$ cat config.mk
export PLATFORM = sky130hd
export DESIGN_NAME = autorange_light_to_rgb_core
export DESIGN_NICKNAME = d
export VERILOG_FILES = /design/src/design/alrgb_pkg.sv /design/src/design/alrgb_div.sv /design/src/design/autorange_light_to_rgb_core.sv
export SDC_FILE = /design/constraint.sdc
export NUM_CORES = 1
export LEC_CHECK = 0
export BUFFER_PORTS_ARGS = -buffer_cell sky130_fd_sc_hd__buf_4
export CORE_AREA = 2 2 140 156
export DETAILED_ROUTE_END_ITERATION = 8
export DIE_AREA = 0 0 142 158
export PLACE_DENSITY = 0.83
export SLEW_MARGIN = 10
export SYNTH_ARGS = -nofsm -noshare
export SYNTH_HDL_FRONTEND = slang
export SYNTH_SLANG_ARGS = --single-unit
$ cat constraint.sdc
create_clock -name i_clk -period 6.9 [get_ports i_clk]
set_input_delay 0.345 -clock i_clk [delete_from_list [all_inputs] [get_ports i_clk]]
set_output_delay 0.345 -clock i_clk [all_outputs]
set_load 0.02 [all_outputs]
$ cat src/design/alrgb_pkg.sv
package alrgb_pkg;

    localparam int SAMPLE_BITS    = 10;
    localparam int LIMIT_OUT_BITS = 10;
    localparam int SCALE_BITS     = 16;
    localparam int Q_BITS         = 16;
    localparam int NUM_BITS       = SAMPLE_BITS + SCALE_BITS;
    localparam int DIV_CNT_BITS   = $clog2(NUM_BITS + 1);

    localparam logic [SCALE_BITS-1:0]  SCALE_MUL     = 16'd33279;
    localparam logic [Q_BITS-1:0]      GUARD_BAND    = 16'd512;
    localparam logic [Q_BITS-1:0]      GREEN_START   = 16'h2aaa;
    localparam logic [Q_BITS-1:0]      BLUE_START    = 16'h5555;
    localparam logic [SAMPLE_BITS-1:0] LOW_RESET     = SAMPLE_BITS'(511);
    localparam logic [SAMPLE_BITS-1:0] HIGH_RESET    = SAMPLE_BITS'(512);
    localparam logic [7:0]             HOLDOFF_RESET = 8'd64;

    typedef struct packed {
        logic                   start;
        logic [NUM_BITS-1:0]    numer;
        logic [SAMPLE_BITS-1:0] denom;
    } t_div_req;

    function automatic logic [LIMIT_OUT_BITS-1:0] fit_limit(input logic [SAMPLE_BITS-1:0] v);
        logic [31:0] w;
        w = 32'(v);
        return w[LIMIT_OUT_BITS-1:0];
    endfunction

endpackage

$ cat src/design/alrgb_div.sv
module alrgb_div (
    input  logic                               i_clk,
    input  logic                               i_rst_n,
    input  alrgb_pkg::t_div_req                i_req,
    output logic                               o_done,
    output logic [alrgb_pkg::Q_BITS-1:0]       o_quotient
);
    import alrgb_pkg::*;

    logic [NUM_BITS-1:0]     r_nq;
    logic [SAMPLE_BITS-1:0]  r_rem;
    logic [SAMPLE_BITS-1:0]  r_denom;
    logic [DIV_CNT_BITS-1:0] r_cnt;
    logic                    r_busy;
    logic                    r_done;

    logic [SAMPLE_BITS:0]    rem_sh;
    logic [SAMPLE_BITS:0]    diff;
    logic                    ge;

    always_comb begin
        rem_sh = {r_rem, r_nq[NUM_BITS-1]};
        diff   = rem_sh - {1'b0, r_denom};
        ge     = rem_sh >= {1'b0, r_denom};
    end

    always_ff @(posedge i_clk) begin
        if (!i_rst_n) begin
            r_busy <= 1'b0;
            r_done <= 1'b0;
            r_cnt  <= '0;
        end else if (i_req.start) begin
            r_busy  <= 1'b1;
            r_done  <= 1'b0;
            r_cnt   <= DIV_CNT_BITS'(NUM_BITS);
            r_nq    <= i_req.numer;
            r_rem   <= '0;
            r_denom <= i_req.denom;
        end else if (r_busy) begin
            r_nq  <= {r_nq[NUM_BITS-2:0], ge};
            r_rem <= ge ? diff[SAMPLE_BITS-1:0] : rem_sh[SAMPLE_BITS-1:0];
            r_cnt <= r_cnt - 1'b1;
            if (r_cnt == DIV_CNT_BITS'(1)) begin
                r_busy <= 1'b0;
                r_done <= 1'b1;
            end
        end else begin
            r_done <= 1'b0;
        end
    end

    assign o_done     = r_done;
    assign o_quotient = r_nq[Q_BITS-1:0];

endmodule

$ cat src/design/autorange_light_to_rgb_core.sv
// Light sensor to RGB PWM compare values with self-calibrating range.
// Input channel i_valid/o_ready carries one ADC sample per transfer; the
// running limits and the save holdoff count update at that transfer.
// Output channel o_valid/i_ready carries the inverted red, green and blue
// compare values, the save request and the limits after that sample.
// Configuration channel i_cfg_valid/o_cfg_ready writes the save holdoff;
// it is always ready.
// A sample passes the multiply, divider load, divide-until-done and ramp
// states in turn; the restoring divider yields one quotient bit per cycle
// over SAMPLE_BITS + 16 bits. A new sample is taken only once the last
// result has left the ramp stage into the output register.
// Reset: limits go to 511 and 512, holdoff count to 0, holdoff register
// to 64, output channel empty; the block is ready in the cycle after reset.
// Stall: a result held by the receiver stays in the output register; the
// next sample is accepted and computed meanwhile, and waits at the ramp
// stage until the output register frees.
module autorange_light_to_rgb_core (
    input  logic                                   i_clk,
    input  logic                                   i_rst_n,
    input  logic                                   i_valid,
    output logic                                   o_ready,
    input  logic [alrgb_pkg::SAMPLE_BITS-1:0]      i_sample,
    output logic                                   o_valid,
    input  logic                                   i_ready,
    output logic [7:0]                             o_red_compare,
    output logic [7:0]                             o_green_compare,
    output logic [7:0]                             o_blue_compare,
    output logic                                   o_save_request,
    output logic [alrgb_pkg::LIMIT_OUT_BITS-1:0]   o_low_limit_out,
    output logic [alrgb_pkg::LIMIT_OUT_BITS-1:0]   o_high_limit_out,
    input  logic                                   i_cfg_valid,
    output logic                                   o_cfg_ready,
    input  logic [7:0]                             i_cfg_data
);
    import alrgb_pkg::*;

    localparam logic [2:0] S_IDLE  = 3'd0;
    localparam logic [2:0] S_MUL   = 3'd1;
    localparam logic [2:0] S_START = 3'd2;
    localparam logic [2:0] S_DIV   = 3'd3;
    localparam logic [2:0] S_POST  = 3'd4;

    logic [2:0]             r_state;
    logic [7:0]             r_save_holdoff;
    logic [SAMPLE_BITS-1:0] r_low;
    logic [SAMPLE_BITS-1:0] r_high;
    logic [7:0]             r_hold;
    logic [SAMPLE_BITS-1:0] r_level;
    logic [SAMPLE_BITS-1:0] r_span;
    logic                   r_save;
    logic [NUM_BITS-1:0]    r_prod;
    logic                   r_out_valid;
    logic [7:0]             r_red;
    logic [7:0]             r_green;
    logic [7:0]             r_blue;
    logic                   r_save_out;
    logic [SAMPLE_BITS-1:0] r_low_out;
    logic [SAMPLE_BITS-1:0] r_high_out;

    logic [SAMPLE_BITS-1:0] n_low;
    logic [SAMPLE_BITS-1:0] n_high;
    logic [7:0]             n_hold;
    logic                   n_save;
    logic [SAMPLE_BITS-1:0] n_span;
    logic                   widen;

    logic                   in_xfer;
    logic                   out_free;
    t_div_req               div_req;
    logic                   div_done;
    logic [Q_BITS-1:0]      div_q;

    logic [Q_BITS-1:0]      lvl;
    logic [Q_BITS+1:0]      g_prod;
    logic [Q_BITS+1:0]      b_prod;
    logic [7:0]             red_v;
    logic [7:0]             green_v;
    logic [7:0]             blue_v;

    assign o_ready     = (r_state == S_IDLE);
    assign o_cfg_ready = 1'b1;
    assign in_xfer     = i_valid && o_ready;
    assign out_free    = !r_out_valid || i_ready;

    always_comb begin
        n_low  = (i_sample < r_low) ? i_sample : r_low;
        n_high = (i_sample > r_high) ? i_sample : r_high;
        widen  = (i_sample < r_low) || (i_sample > r_high);
        n_hold = widen ? r_save_holdoff : r_hold;
        if (n_hold > 8'd1) begin
            n_hold = n_hold - 8'd1;
        end
        n_save = 1'b0;
        if (n_hold == 8'd1) begin
            n_save = 1'b1;
            n_hold = 8'd0;
        end
        n_span = (n_high > n_low) ? (n_high - n_low) : SAMPLE_BITS'(1);
    end

    assign div_req.start = (r_state == S_START);
    assign div_req.numer = r_prod;
    assign div_req.denom = r_span;

    alrgb_div u_div (
        .i_clk      (i_clk),
        .i_rst_n    (i_rst_n),
        .i_req      (div_req),
        .o_done     (div_done),
        .o_quotient (div_q)
    );

    always_comb begin
        lvl     = (div_q < GUARD_BAND) ? '0 : (div_q - GUARD_BAND);
        red_v   = lvl[14:7];
        g_prod  = 18'(lvl - GREEN_START) * 18'd3;
        b_prod  = 18'(lvl - BLUE_START) * 18'd3;
        green_v = (lvl < GREEN_START) ? 8'd0 : g_prod[15:8];
        blue_v  = (lvl < BLUE_START) ? 8'd0 : b_prod[14:7];
    end

    always_ff @(posedge i_clk) begin
        if (!i_rst_n) begin
            r_state        <= S_IDLE;
            r_save_holdoff <= HOLDOFF_RESET;
            r_low          <= LOW_RESET;
            r_high         <= HIGH_RESET;
            r_hold         <= '0;
            r_out_valid    <= 1'b0;
        end else begin
            if (i_cfg_valid) begin
                r_save_holdoff <= i_cfg_data;
            end
            if (r_out_valid && i_ready && (r_state != S_POST)) begin
                r_out_valid <= 1'b0;
            end
            unique case (r_state)
                S_IDLE: begin
                    if (in_xfer) begin
                        r_low   <= n_low;
                        r_high  <= n_high;
                        r_hold  <= n_hold;
                        r_save  <= n_save;
                        r_span  <= n_span;
                        r_level <= i_sample - n_low;
                        r_state <= S_MUL;
                    end
                end
                S_MUL: begin
                    r_prod  <= NUM_BITS'(r_level) * NUM_BITS'(SCALE_MUL);
                    r_state <= S_START;
                end
                S_START: begin
                    r_state <= S_DIV;
                end
                S_DIV: begin
                    if (div_done) begin
                        r_state <= S_POST;
                    end
                end
                S_POST: begin
                    if (out_free) begin
                        r_out_valid <= 1'b1;
                        r_red       <= ~red_v;
                        r_green     <= ~green_v;
                        r_blue      <= ~blue_v;
                        r_save_out  <= r_save;
                        r_low_out   <= r_low;
                        r_high_out  <= r_high;
                        r_state     <= S_IDLE;
                    end
                end
                default: begin
                    r_state <= S_IDLE;
                end
            endcase
        end
    end

    assign o_valid          = r_out_valid;
    assign o_red_compare    = r_red;
    assign o_green_compare  = r_green;
    assign o_blue_compare   = r_blue;
    assign o_save_request   = r_save_out;
    assign o_low_limit_out  = fit_limit(r_low_out);
    assign o_high_limit_out = fit_limit(r_high_out);

endmodule

==> results of run 1 <==
## layout by cell type (no fill, tap or decap), types with 20 or more instances in the layout
master	n
sky130_fd_sc_hd__ha_1	152
sky130_fd_sc_hd__xor2_1	25
sky130_fd_sc_hd__nand2_1	171
sky130_fd_sc_hd__nor3_1	30
sky130_fd_sc_hd__mux2i_1	26
sky130_fd_sc_hd__buf_4	79
sky130_fd_sc_hd__fa_1	33
sky130_fd_sc_hd__o21ai_0	54
sky130_fd_sc_hd__xnor2_1	67
sky130_fd_sc_hd__nor2_1	108
sky130_fd_sc_hd__edfxtp_1	138
sky130_fd_sc_hd__a21o_1	23
sky130_fd_sc_hd__a21oi_1	66
sky130_fd_sc_hd__dfxtp_1	47
sky130_fd_sc_hd__a211oi_1	20
sky130_fd_sc_hd__inv_1	129
## layout make-up
type                    instances  area [sq um]
inverters                     130         488.0
repair buffers                 79         593.1
clock buffers                  19         454.2
flip-flops and latches        185          5085
well taps                     261         326.6
clock inverters                13         130.1
multi-input cells             970          7183
fillers                      1521          6690
## metal layers
metal,track usage (%),up-vias,part of all wire [%]
li1,-,4735,-
met1,29.38,4529,42
met2,43.09,274,51
met3,3.751,70,4.2
met4,9.286,0,2.8
met5,0,-,0
## final timing paths
kind                            cells past startpoint          start                 to  slack, ns
worst min-delay path                                3  i_cfg_data[6]  r_save_holdoff[6]       0.13
worst min register to register                      0      r_span[2]   u_div.r_denom[2]       0.42
worst max register to register                     20     r_level[1]         r_prod[23]       1.25
worst max-delay path                               20     r_level[1]         r_prod[23]       1.25
## power groups by stage
stage                     Combinational (mW)  Clock, mW  Sequential (mW)
after floorplan                         2.89          0             1.61
after global placement                  3.46          0             1.63
after detailed placement                3.59          0             1.64
after CTS                               3.65      0.970             1.61
after global routing                    4.12       1.01             1.63
final                                   3.66      0.961             1.61
## kinds of logic after synthesis
logic type | share of synthesized area [%]
AND/OR/NAND/NOR | 14.41
AO/OA/AOI/OAI | 12.83
adder cells (fa/ha/maj) | 19.85
flip-flops | 39.38
buffers and inverters | 5.155
XOR/XNOR | 6.241
multiplexers | 2.103
other | 0.02904
## state kept, by name, indices dropped and copies added, names as in the netlist, 3 cells and up
name	cells
o_high_limit_out	10
o_green_compare	8
r_low	10
r_hold	8
r_prod	26
r_level	10
r_span	10
o_low_limit_out	10
u_div.r_nq	26
u_div.r_rem	10
o_red_compare	8
u_div.r_denom	10
r_save_holdoff	8
r_high	10
u_div.r_cnt	5
o_blue_compare	8
r_state	3
## worst max-delay path: stages (launching register included)
cell                       delay [ns]
sky130_fd_sc_hd__edfxtp_1        0.44
sky130_fd_sc_hd__inv_1           0.09
sky130_fd_sc_hd__fa_1            0.57
sky130_fd_sc_hd__inv_1           0.11
sky130_fd_sc_hd__ha_1            0.33
sky130_fd_sc_hd__xor2_1          0.29
sky130_fd_sc_hd__inv_1           0.13
sky130_fd_sc_hd__ha_1            0.34
sky130_fd_sc_hd__fa_1            0.55
sky130_fd_sc_hd__inv_1           0.06
sky130_fd_sc_hd__fa_1            0.49
sky130_fd_sc_hd__inv_1           0.04
sky130_fd_sc_hd__ha_1            0.35
sky130_fd_sc_hd__a21o_1          0.17
sky130_fd_sc_hd__a31o_2          0.22
sky130_fd_sc_hd__a41oi_1         0.36
sky130_fd_sc_hd__a211oi_1        0.17
sky130_fd_sc_hd__o21a_1          0.22
sky130_fd_sc_hd__o21a_1          0.18
sky130_fd_sc_hd__o21ai_1         0.19
sky130_fd_sc_hd__xnor2_1         0.08
==> metrics list, run 1 <==
- Post-synth net total: 1536
- STA classifies the critical path endpoint as a flip-flop.
- Internal Power: 3.648 mW
* Post-layout util: 68.07%
- CTS built an H-tree with a depth of 4.
* Final net count: 1591
* Antenna diode count: 0
* Switching part of the total power: 41.47%
- In this run the worst path has a maximum fanout of 4.
- The tool flagged a number of max-cap violations equal to 0.
- In this run the static leakage power is 6.352 nW.
- Number of buffers added by the clock tree synthesis step: 17
- Final hold analysis gives a worst-case slack of 0.1250 ns.
- Critical path required time: 7.09 ns
- After clock tree synthesis, the clock-pin slew on the worst setup and hold paths is 0.08 ns.
* Post-CTS Repair Setup Buffers: 0
* Area growth from synthesis to final layout: 10.45%
- Initial antenna violation count: 0
- Power density cells: 437.0 mW/mm^2
* Worst ir drop on vdd: 0.3446 mV
* Height of the chip: 158 um
* Fmax: 176.9 MHz
* Worst setup slack after placement: 1.326 ns
* Average cell area after synthesis: 9.722 sq um
- Yosys attributes the largest share of cell area to sky130_fd_sc_hd__edfxtp_1 (32%), sky130_fd_sc_hd__ha_1 (15%), sky130_fd_sc_hd__dfxtp_1 (7.3%).
- Via count of the first global-routing pass: 9331
- Post-detailed-route count of antenna-violating nets: 0
- Among all flip-flop cells after synthesis, the most frequent one is sky130_fd_sc_hd__edfxtp_1.
* Most frequent cells after synthesis: sky130_fd_sc_hd__nand2_1 (171), sky130_fd_sc_hd__ha_1 (152), sky130_fd_sc_hd__edfxtp_1 (138), sky130_fd_sc_hd__inv_1 (129), sky130_fd_sc_hd__nor2_1 (111)
- Fraction of power consumed by combinational cells: 58.7%
- Cell row count: 56
- During I/O placement, the number of pins put on the boundary was 71.
- STA classifies the critical path startpoint as a flip-flop.
* Actual slew at the worst max-slew pin: 1.044 ns
* CTS Root Cell: sky130_fd_sc_hd__clkbuf_16
- Data on the critical path arrives at its endpoint at 5.84 ns.
* Final critical path time including I/O delays and setup: 5.651 ns
- Setup repair after global routing left no endpoint under its margin.
- Hold-fix buffers, CTS: 0
- The total area inside the core boundary comes to 0.02095 sq mm.
- The worst setup path is of the flip-flop to flip-flop kind.
- After synthesis, the share of flip-flops with an asynchronous set or reset is 0%.
- Number of buffers on the longest clock path: 2
- Share of synthesized area occupied by flip-flops and latches: 39.38%
- In the routed layout, each cell is associated on average with a via count of 5.798.
- For this run, the number of Yosys warnings is 0.
- After synthesis, the largest area contributor takes up 32.10% of total cell area.
- Pin count of the biggest net entering global routing: 46
- After routing the design area is 0.01426 sq mm.
- Across every metal layer, demand over resource in global routing totals 24.13%.
* Number of instances resized during post-cts repair: 0
- Total negative setup slack: 0 ns
- In the finished design, the share of the clock period the worst path needs comes to 81.90%.
- The number of slew-limit violations in the final report was 0.
* Placed Instance Area: 0.01368 sq mm
- Pre-antenna DRT Iters: 6
- For this configuration, the core starts out at a cell density of 61.63%.
- Setup violations remaining at the end of the flow were counted as 0.
* Detail Placement HPWL: 19840 um
- Fraction of final layout cells with drive strength greater than 1: 9.599%
* Sequential cell fraction of total power: 25.9%
- Relative contribution of the clock network to total power: 15.4%
* Quantity of I/O buffers inserted on ports: 69
- Once layout is complete, the cells apart from fillers number 1657.
- Among all cell types in the netlist, the one instantiated most often is sky130_fd_sc_hd__nand2_1.
- For this run the aggregate overflow at the end of global routing stands at 0.
* Synthesized flop and latch total: 185
* Worst hold-check path type: primary input to flip-flop
- Global-route wire length before repair: 43650 um
- In this run the tightest slew margin relative to its limit is 30.35%.
- The design draws 6.232 mW.
* Total clock sinks: 185
- The analysis attributes to net switching a power of 2.584 mW.
* Leading area contributor after synthesis: sky130_fd_sc_hd__edfxtp_1
- Layout Skew: 0.01109 ns
- The final hold violation count was 0.
* Clock tree from TritonCTS: done
- The die is 142 um wide.
* Area of the die: 0.02244 sq mm
- After detailed routing, the number of remaining DRC violations is 0.
- Combined area of all synthesized cells: 0.01291 sq mm
- For the worst-skew pair, the clock arrives at the later sink with an insertion delay of 0.44 ns.
* Total via count in the routed design: 9608
- Counting every instance in the synthesized netlist gives 1328.
* First DRT Iteration DRCs: 659
* WL final: 26490 um
- Netlist cell types: 74
- Total placed cells including tap cells: 1625
- The flow ran to the end, and the final reports show no timing, DRC or antenna violations.
- The synthesized design contains 138 enable-type register cells.
- Post-detailed-route wirelength per cell: 15.99 um
- Last weighted congestion value of the routability-driven placer: 0.9293
- After layout, the worst setup slack is 1.249 ns.
No activity file was read; power rests on OpenSTA's default activity.
==> run 2: changes to the inputs <==
--- a/config.mk
+++ b/config.mk
@@ -5,10 +5,11 @@
 export SDC_FILE = /design/constraint.sdc
 export NUM_CORES = 1
 export LEC_CHECK = 0
+export ABC_AREA = 1
 export BUFFER_PORTS_ARGS = -buffer_cell sky130_fd_sc_hd__buf_4
-export CORE_AREA = 2 2 140 156
+export CORE_AREA = 2 2 141 156
 export DETAILED_ROUTE_END_ITERATION = 8
-export DIE_AREA = 0 0 142 158
+export DIE_AREA = 0 0 143 158
 export PLACE_DENSITY = 0.83
 export SLEW_MARGIN = 10
 export SYNTH_ARGS = -nofsm -noshare
==> constraint.sdc (replaced) <==
create_clock -name i_clk -period 5.6 [get_ports i_clk]
set_input_delay 0.28 -clock i_clk [delete_from_list [all_inputs] [get_ports i_clk]]
set_output_delay 0.28 -clock i_clk [all_outputs]
set_load 0.02 [all_outputs]
==> metrics list, run 2 <==
- The origin of the critical flop-to-flop path is r_level[2] (was r_level[1]).
- The achievable clock frequency came to 186.3 MHz (was 176.9 MHz).
* Critical path required time: 5.78 ns (was 7.09 ns)
- Area of the die: 0.02259 sq mm (was 0.02244 sq mm)
- The number of fill cells was 1548 (was 1521).
- Fraction of final layout cells with drive strength greater than 1: 10.64% (was 9.599%)
- Leading cell type in the layout, fill and taps excluded: sky130_fd_sc_hd__nand2_1 (unchanged)
- Setup slack of the most critical reg-to-reg path: 0.23 ns (was 1.25 ns)
- Dominant cell type by count on the critical path: sky130_fd_sc_hd__inv_1 (unchanged)
- Kind of launch point of the worst setup path: flip-flop (unchanged)
* Number of buffers on the longest clock path: 2 (unchanged)
- Post-Synthesis Cells: 1494 (was 1328)
* Setup violations, final: 0 (unchanged)
- Post-detailed-route wirelength per cell: 14.65 um (was 15.99 um)
- The destination of the worst register-to-register timing path is r_prod[21] (was r_prod[23]).
* Clock tree from TritonCTS: done (unchanged)
- Quantity of I/O buffers inserted on ports: 69 (unchanged)
- Overflow left after global routing: 0 (unchanged)
- DR vias/cell: 5.504 (was 5.798)
- The classification of the worst setup path was flip-flop to flip-flop (unchanged).
- The number of slew-limit violations in the final report came to 0 (unchanged).
* Actual slew at the worst max-slew pin: 1.187 ns (was 1.044 ns)
- The count of hold-fix buffers inserted at cts is 0 (unchanged).
* Cell row count: 56 (unchanged)
* Post-Synth Simple-Gate Area: 17.80% (was 14.41%)
- The critical path's slowest cell is sky130_fd_sc_hd__fa_1 (unchanged).
* Clock slew at the register clock pins of the worst setup and hold paths: 0.08 ns (about the same)
- The number of synthesized flops with an enable pin is 138 (unchanged).
* Global-route wire length before repair: 45350 um (was 43650 um)
- The minimum clock period was 5.368 ns (was 5.651 ns).
* Total via count in the routed design: 10340 (was 9608)
- Run status: finished clean (unchanged)
* FF/Latch Area: 0.005085 sq mm (unchanged)
- The H-tree level count is 4 (unchanged).
* Pre-antenna DRT Iters: 5 (was 6)
- Biggest registers after layout: r_prod: 26 flops, u_div.r_nq: 26 flops (unchanged).
* Leading post-synthesis cells by cell area: sky130_fd_sc_hd__edfxtp_1 (32%), sky130_fd_sc_hd__ha_1 (15%), sky130_fd_sc_hd__nand2_1 (8.6%) (was sky130_fd_sc_hd__edfxtp_1 (32%), sky130_fd_sc_hd__ha_1 (15%), sky130_fd_sc_hd__dfxtp_1 (7.3%))
- Total clock sinks: 185 (unchanged)
* Via count of the first global-routing pass: 10030 (was 9331)
- Flip-flop cell with the highest count after synthesis: sky130_fd_sc_hd__edfxtp_1 (unchanged)
* Synth warnings: 0 (unchanged)
- Detail Placement HPWL: 20480 um (was 19840 um)
* Last weighted congestion value of the routability-driven placer: 0.9039 (was 0.9293)
- The share of synthesized cell area in full adder, half adder and majority cells came to 19.67% (was 19.85%).
* Share of flip-flops with an asynchronous set or reset after synthesis: 0% (unchanged)
- The sequential area share after synthesis was 39.04% (was 39.38%).
* Max cap viols: 0 (unchanged)
* Area occupied by multi-input gates: 0.007024 sq mm (was 0.007183 sq mm)
- The clock insertion delay at the later pin of the skew report is 0.44 ns (about the same).
- Placed Instance Area: 0.01391 sq mm (was 0.01368 sq mm)
- Final non-filler cell area: 0.01457 sq mm (was 0.01426 sq mm)
- The clock skew after layout was 0.01487 ns (was 0.01109 ns).
- Xor/xnor share of the synthesized area: 4.496% (was 6.241%)
* WL final: 27510 um (was 26490 um)
- The number of cell instances on the worst register-to-register path is 25 (was 20).
- Launching element of the worst setup path: r_level[2] (was r_level[1])
* Critical Path Fanout Max: 5 (was 4)
- The post-synthesis sequential element count is 185 (unchanged).
- The distinct cell type count after synthesis is 52 (was 74).
- CTS Root Cell: sky130_fd_sc_hd__clkbuf_16 (unchanged)
- The number of I/O pins is 71 (unchanged).
- The headroom to the max-slew limit came to 20.75% (was 30.35%).
* First DRT Iteration DRCs: 646 (was 659)
* Initial antenna violation count: 0 (unchanged)
* Crit share post-route: 95.85% (was 81.90%)
- The largest family of logic cells by synthesized area was adder cells (unchanged).
* Number of buffers added by the clock tree synthesis step: 17 (unchanged)
* Final Hold Fails: 0 (unchanged)
* Post-synth net total: 1702 (was 1536)
- Most frequent cells after synthesis: sky130_fd_sc_hd__nand2_1 (298), sky130_fd_sc_hd__inv_1 (213), sky130_fd_sc_hd__ha_1 (152), sky130_fd_sc_hd__edfxtp_1 (138), sky130_fd_sc_hd__a21oi_1 (116) (was sky130_fd_sc_hd__nand2_1 (171), sky130_fd_sc_hd__ha_1 (152), sky130_fd_sc_hd__edfxtp_1 (138), sky130_fd_sc_hd__inv_1 (129), sky130_fd_sc_hd__nor2_1 (111))
- Core area: 0.02109 sq mm (was 0.02095 sq mm)
* Height of the chip: 158 um (unchanged)
* Leading area contributor after synthesis: sky130_fd_sc_hd__edfxtp_1 (unchanged)
* Starting density of the core: 61.76% (was 61.63%)
- The class of the tightest hold or removal check is primary input to flip-flop (unchanged).
* Final net count: 1783 (was 1591)
- # DRC: 0 (unchanged)
* Antenna diode count: 0 (unchanged)
- The largest stage delay on the critical path is 0.56 ns (was 0.57 ns).
- Synth Area in Compound Gates: 11.68% (was 12.83%)
- The mean instance size in the synthesized netlist came to 8.718 sq um (was 9.722 sq um).
- Most frequent cells in the layout: sky130_fd_sc_hd__nand2_1 (298), sky130_fd_sc_hd__inv_1 (212), sky130_fd_sc_hd__ha_1 (151) (was sky130_fd_sc_hd__nand2_1 (171), sky130_fd_sc_hd__ha_1 (152), sky130_fd_sc_hd__edfxtp_1 (138)).
- Element type at the critical path end: flip-flop (unchanged)
- Post-detailed-route count of antenna-violating nets: 0 (unchanged)
* Multiplexer area fraction after synthesis: 0% (was 2.103%)
- Pin count of the biggest net entering global routing: 38 (was 46)
* Combined area of all synthesized cells: 0.01302 sq mm (was 0.01291 sq mm)
- Portion of synthesized cell area occupied by the leading cell type: 31.82% (was 32.10%)
- Overall routing resource usage: 24.94% (was 24.13%)
* Die X: 143 um (was 142 um)
- Area growth from synthesis to final layout: 11.87% (was 10.45%)
- The worst setup path endpoint is r_prod[21] (was r_prod[23]).
- Cell with the most instances after synthesis: sky130_fd_sc_hd__nand2_1 (unchanged)
* Arr. time, crit path: 5.55 ns (was 5.84 ns)
run 2: changes by cell type after synthesis, moves of 24 or more:
cell and change:
sky130_fd_sc_hd__xnor2_1 -51, sky130_fd_sc_hd__mux2i_1 -26, sky130_fd_sc_hd__a21oi_1 +50, sky130_fd_sc_hd__nand2_1 +127
sky130_fd_sc_hd__xor2_1 +24, sky130_fd_sc_hd__inv_1 +84, sky130_fd_sc_hd__o21ai_0 +49, sky130_fd_sc_hd__nand3_1 +50
run 2: cell type report:
cell class / instances / share of cell area (%)
clock inverters: 14 / 1.005
flip-flops and latches: 185 / 34.90
inverters: 221 / 5.727
clock buffers: 18 / 3.091
well taps: 290 / 2.490
multi-input cells: 1061 / 48.21
repair buffers: 89 / 4.585
run 2: per-stage QoR:
stage / setup TNS (ns) / cells / hold slack (ns) / util, % / setup WS [ns]
2_1_floorplan: 0 / 1494 / 0.3910 / - / 0.2365
3_3_place_gp: 0 / 1841 / 0.4044 / 65.96 / 0.1341
3_5_place_dp: -0.1652 / 1841 / 0.4045 / 65.96 / -0.08678
4_1_cts: 0 / 1874 / 0.04575 / 68.87 / 0.04217
5_1_grt: -0.07878 / 1878 / 0.06097 / 69.09 / -0.03508
6_report: 0 / 1878 / 0.04424 / 69.09 / 0.2324
run 2: cells by family (layout without fill, tap and decap cells):
logic type | Yosys count | in the layout
flip-flops | 185 | 185
adder cells (fa/ha/maj) | 185 | 185
AND/OR/NAND/NOR | 533 | 533
other | 1 | 1
AO/OA/AOI/OAI | 276 | 276
buffers and inverters | 248 | 342
XOR/XNOR | 66 | 66
run 2: worst max-delay path, delay by kind of cell, from the launching register on:
kind | cells | cell delay (ns)
AOI/OAI and AO/OA | 6 | 0.94
adders and majority gates | 6 | 2.74
buffers and inverters | 9 | 0.71
xor gates and xnor gates | 2 | 0.22
and+or+nand+nor | 2 | 0.15
DFF | 1 | 0.35
run 2: repair_timing:
| item | 4_1_cts | 5_1_grt |
|---|---|---|
| pin swaps | 1 | 2 |
| endpoints found under the setup margin | 3 | 5 |
| buffers inserted | 1 | 4 |
| resized for setup | 3 | 7 |
run 2: per-layer routing:
| layer | global-route usage (%) | vias up | wire [um] |
|---|---|---|---|
| li1 | - | 5184 | - |
| met1 | 30.29 | 4769 | 11670 |
| met2 | 43.79 | 300 | 13540 |
| met3 | 3.630 | 83 | 1235 |
| met4 | 11.50 | 0 | 1063 |
| met5 | 0 | - | 0 |
run 2: how the worst min path moves through the flow:
stage | start | end | slack, ns | cells past startpoint
after floorplan | i_cfg_valid | r_save_holdoff[6] | 0.39 | 1
after global placement | r_span[4] | u_div.r_denom[4] | 0.40 | 0
after detailed placement | r_span[1] | u_div.r_denom[1] | 0.40 | 0
after CTS | i_cfg_data[6] | r_save_holdoff[6] | 0.05 | 3
after global routing | i_cfg_data[0] | r_save_holdoff[0] | 0.06 | 3
final | i_cfg_data[6] | r_save_holdoff[6] | 0.04 | 3
Power of run 2 is not shown: default switching activity piles up to over one toggle a cycle in this logic, so the estimate is an artifact.
